File: config.mk
export PLATFORM = sky130hd
export DESIGN_NAME = fcr_crc16
export DESIGN_NICKNAME = d
export VERILOG_FILES = /design/src/rtl/fcr_pkg.sv /design/src/rtl/fcr_crc16.sv
export SDC_FILE = /design/constraint.sdc
export NUM_CORES = 1
export LEC_CHECK = 0
export BUFFER_PORTS_ARGS = -buffer_cell sky130_fd_sc_hd__buf_2
export CORE_AREA = 10 10 47 49
export DETAILED_ROUTE_END_ITERATION = 8
export DIE_AREA = 0 0 57 59
export GPL_TIMING_DRIVEN = 0
export PLACE_DENSITY = 0.67
export SLEW_MARGIN = 10
export SYNTH_ARGS = -nofsm -noshare
export SYNTH_HDL_FRONTEND = slang
export SYNTH_SLANG_ARGS = --single-unit
File: constraint.sdc
create_clock -name vclk -period 1
set_input_delay 0.1 -clock vclk [all_inputs]
set_output_delay 0.1 -clock vclk [all_outputs]
set_load 0.02 [all_outputs]
File: src/rtl/fcr_pkg.sv
// Shared constants and answer-frame byte generator for the framed command receiver.
package fcr_pkg;

  localparam int unsigned BUF_BYTES_DEF = 1024;
  localparam int unsigned KW            = 10;   // frame offset counter, frames are <= 519 bytes

  localparam logic [7:0]  START_BYTE  = 8'hAA;
  localparam logic [7:0]  ESC_BYTE    = 8'h1B;
  localparam logic [7:0]  ESC_FLIP    = 8'h20;
  localparam logic [7:0]  TYPE_ACK    = 8'h7E;
  localparam logic [7:0]  TYPE_NACK   = 8'h7F;
  localparam logic [7:0]  TYPE_HB     = 8'h00;
  localparam logic [7:0]  TYPE_MOTOR  = 8'h01;
  localparam logic [7:0]  TYPE_SERVO  = 8'h02;
  localparam logic [7:0]  TYPE_CONFIG = 8'h10;
  localparam logic [15:0] CRC_POLY    = 16'h1021;
  localparam logic [15:0] CRC_INIT    = 16'hFFFF;
  localparam logic [15:0] MAX_LEN     = 16'd512;
  localparam logic [8:0]  PAYLOAD_CAP = 9'd256;

  localparam logic [1:0] ST_ACK     = 2'd0;
  localparam logic [1:0] ST_CRC_ERR = 2'd1;
  localparam logic [1:0] ST_LEN_ERR = 2'd2;
  localparam logic [1:0] ST_UNK     = 2'd3;

  localparam logic [2:0] KIND_HB     = 3'd0;
  localparam logic [2:0] KIND_MOTOR  = 3'd1;
  localparam logic [2:0] KIND_SERVO  = 3'd2;
  localparam logic [2:0] KIND_CONFIG = 3'd3;
  localparam logic [2:0] KIND_NONE   = 3'd4;

  localparam logic [2:0] LED_NONE    = 3'd0;
  localparam logic [2:0] LED_MAGENTA = 3'd1;
  localparam logic [2:0] LED_YELLOW  = 3'd2;
  localparam logic [2:0] LED_BLUE    = 3'd3;
  localparam logic [2:0] LED_CYAN    = 3'd4;
  localparam logic [2:0] LED_RED     = 3'd5;

  // stuffed payload length of the answer: {seq} or {seq, err}, seq maybe escaped
  function automatic logic [3:0] ans_plen(input logic nack, input logic [7:0] seq);
    logic pst;
    pst = (seq == START_BYTE) || (seq == ESC_BYTE);
    return 4'd1 + {3'd0, pst} + {3'd0, nack};
  endfunction

  function automatic logic [7:0] ans_byte(input logic [3:0] i, input logic nack,
                                          input logic [7:0] seq, input logic [1:0] err,
                                          input logic [15:0] crc);
    logic       pst;
    logic [3:0] pl;
    logic [3:0] p;
    logic [7:0] b;
    pst = (seq == START_BYTE) || (seq == ESC_BYTE);
    pl  = ans_plen(nack, seq);
    p   = i - 4'd5;
    if (i == 4'd0) begin
      b = START_BYTE;
    end else if (i == 4'd1) begin
      b = nack ? TYPE_NACK : TYPE_ACK;
    end else if (i == 4'd2) begin
      b = seq;
    end else if (i == 4'd3) begin
      b = {4'd0, pl};
    end else if (i == 4'd4) begin
      b = 8'd0;
    end else if (i == 4'd5 + pl) begin
      b = crc[7:0];
    end else if (i == 4'd6 + pl) begin
      b = crc[15:8];
    end else if (pst) begin
      if (p == 4'd0) b = ESC_BYTE;
      else if (p == 4'd1) b = seq ^ ESC_FLIP;
      else b = {6'd0, err};
    end else begin
      if (p == 4'd0) b = seq;
      else b = {6'd0, err};
    end
    return b;
  endfunction

endpackage

File: src/rtl/fcr_crc16.sv
// CRC-16 (poly 0x1021, MSB first) byte update unit, shared by frame check and answer build.
module fcr_crc16
  import fcr_pkg::*;
(
  input  logic [15:0] crc_in,
  input  logic [7:0]  data_in,
  output logic [15:0] crc_out
);

  always_comb begin
    logic [15:0] c;
    c = crc_in ^ {data_in, 8'd0};
    for (int k = 0; k < 8; k++) begin
      c = c[15] ? ((c << 1) ^ CRC_POLY) : (c << 1);
    end
    crc_out = c;
  end

endmodule

### Word-level counts from Yosys, hierarchy flattened

Cells that the tools add are included.

| operators by class | value |
|---|---|
| bitwise operators | 9 |
| mux-type cells | 8 |

Operator list:

| kind | number |
|---|---|
| $mux W13 | 8 |
| $not A3 Y3 | 8 |
| $xor A16 B16 Y16 | 1 |

| word-level totals | value |
|---|---|
| bits of input ports | 24 |
| logic and storage cells | 17 |
| output and inout bits | 16 |
| bits in registers | 0 |

### Logic depth before layout (Yosys ltp)

| logic depth | value |
|---|---|
| word-level depth | 17 |
| gate-level depth with buffers | 3 |
| gate-level depth less buffers | 3 |

### Least setup slack after synthesis

Ideal clock, no wire load.

| timing path | value |
|---|---|
| kind | input-to-output |
| start point | input port data_in[4] |
| end point | output port crc_out[0] |
| stages on the path | 3 |
| arrival | 1014 ps |
| setup slack | -114 ps |
| data required time | 900 ps |
| buffers on the path | 0 |
| cell sequence | xnor2_1 > inv_1 > xnor2_1 |

| on the way | value |
|---|---|
| word-level cells in the longest chain between the ends | 3 |

Ends and longest elaborated chain:

| item | line | source |
|---|---|---|
| start: declaration | fcr_crc16.sv:6 | `input logic [7:0] data_in,` |
| $xor A16 B16 Y16 | fcr_crc16.sv:12 | `c = crc_in ^ {data_in, 8'd0};` |
| $mux W13 (2 in a row) | fcr_crc16.sv:14 | `c = c[15] ? ((c << 1) ^ CRC_POLY) : (c << 1);` |
| end: declaration | fcr_crc16.sv:7 | `output logic [15:0] crc_out` |

Every way passes these cells.

### Worst setup path after layout

| timing path | value |
|---|---|
| start point | input port data_in[6] |
| end point | output port crc_out[14] |

The elaborated chain is that of the path after synthesis.

==> summary.txt <==
Floorplan
  • Die ar.: between 3000 and 4000 um^2
  • I/O pin total: 40
  • Core Region: around 1400 um^2
  • Chip width: 57 um
  • Rows: 14
  • Starting Density: between 20% and 30%
  • Die Height: 59 um

Critical path
  • Crit. End Element: primary output
  • Critical Path RT: about 900 ps
  • Max incr delay on CP: around 380 ps
  • Path type of the worst setup path: in -> out
  • Buf/Inv on CP: 2
  • Crit path max fanout: 5
  • Crit path cell chain: buf_8 -> xnor2_4 -> xor3_4 -> buf_6
  • Startpoint Class: input pin
  • CP delay by family, top: XOR/XNOR gates
  • CP max stage cell: xor3_4
  • Crit path DAT: a little under 1000 ps
  • CP startpoint: data_in[6]

Logic synthesis
  • Synth top cells by count: 9 x xnor2_1, 5 x xnor3_1, 3 x xnor2_2, 3 x xor2_1, 3 x xor3_1
  • Avg Cell Area, Syn: around 15 um^2
  • Top-count cell post-synth: xnor2_1
  • Synthesized netlist cell count: 25
  • Synth top area share: 30.5%
  • Count of cell types in the netlist: 7
  • Sequential area share after synthesis: 0%
  • Post-Syn Nets: 49
  • Post-Syn Area: around 370 um^2
  • Largest area contributor in the netlist: xnor3_1
  • Synth area leaders: xnor3_1 31%, xnor2_1 21%, xor3_1 19%, xnor2_2 13%, xor3_4 7.5%
  • Warning count from the yosys run: 0

Run status
  • Failing checks: setup timing
  • Outcome: finished, violations left

Timing
  • Final TNS setup: -428 ps
  • RSZ-0062 raised after global routing: true
  • Hold_ws: 499 ps
  • Max Clk Rate: about 900 MHz
  • # setup viols final: 6
  • Worst setup margin: -88.1 ps
  • Crit path time final: roughly 1100 ps
  • Final slew viol count: 0
  • Final Cycle Share: 109%
  • Relative slew slack: between 80% and 90%
  • Fin. Hold Viols: 0
  • Worst Tran Pin Value: 259 ps

Detailed routing
  • Routed Antenna Nets: 0
  • # DRC: 0
  • 1st-iter DRT viols: 0
  • Via count of the routed design: between 300 and 400
  • DR top layer: met3
  • Vias per std cell: 4.19
  • Wire length on met3: between 200 and 300 um
  • M1 WL: ~580 um
  • Final wirelength: roughly 1400 um
  • TritonRoute pass-1 iters: 1
  • WL met2: around 570 um
  • DR WL/cell: between 15 and 20 um

Global routing
  • Largest net degree at the start of global routing: 6
  • Vias in the first global route: 437
  • First-pass GRT wire length: around 2000 um
  • Initial antenna violation count: 0
  • Total gr overflow: 0
  • Overall Global Routing Usage: 6.96%

Hold path
  • Hold WC Path Type: in -> out
  • HP Start: crc_in[2]

Power
  • VDD IR-drop max: ~0.00063 V
  • PwrDens: around 1100 nW/um^2
  • Lkg Pwr: around 0.55 nW

Placement
  • Placement Setup Slack: -310 ps
  • HPWL after detailed placement: 1010 um
  • # port buffers: 40
  • Placed cell count: just over 80
  • Final Wtd Congestion: 0.638

Finish
  • Area delta synth->final: 187%
  • FF+latch area: 0 um^2
  • Antenna Cells: 0
  • Num sequential: 0
  • Final instance count without filler cells: 95
  • Count of clock buffers in the final design: 0
  • Nets: around 110
  • Fraction of layout cells with a size suffix above 1: between 80% and 90%

Job
  • MaxCap Viol Count: 0
[routing by layer]
metal,GRT usage [%],vias up
met5,0,-
met4,0,0
met3,5.79,0
met2,10.7,37
met1,7.74,169
li1,-,192
[layout by cell type, fill, tap and decap left out, drive strengths merged]
cell type  Yosys  final
xnor3          5      5
xnor2         12     12
inv            1      1
xor2           3      3
buf            0     54
xor3           4      4
[power by group]
part           total (mW)  switching, mW  internal [mW]
combinational        1.13          0.459          0.667
sequential              0              0              0
clock                   0              0              0
total                1.13          0.459          0.667
[logic make-up after synthesis]
group / count (synthesis) / share of synthesized area (%)
buffers and inverters: 1 / 1.02
XOR/XNOR: 24 / 99.0
[through the flow]
stage	power [mW]	cell area (um^2)	util [%]
2_1_floorplan	0.511	388	-
3_3_place_gp	0.731	608	43.4
3_5_place_dp	0.737	608	43.4
4_1_cts	0.968	868	62.0
5_1_grt	1.19	1060	75.7
6_report	1.13	1060	75.7
[worst paths after layout]
check / endpoint / slack (ps) / depth (start not counted)
setup / recovery: crc_out[14] / -90 / 4
hold / removal: crc_out[10] / 500 / 3
[area by class of cell]
cell class	count	area, um^2
fillers	84	340
well taps	16	20.0
inverters	1	3.75
repair buffers	54	518
multi-input cells	24	519
[what timing repair did]
item | 4_1_cts | 5_1_grt
endpoints found under the setup margin | 13 | 14
setup buffers | 10 | 4
hold buffers | 0 | 0
pin swaps | 12 | 15
gates resized for setup | 37 | 42
(Power assumes the default switching activity.)
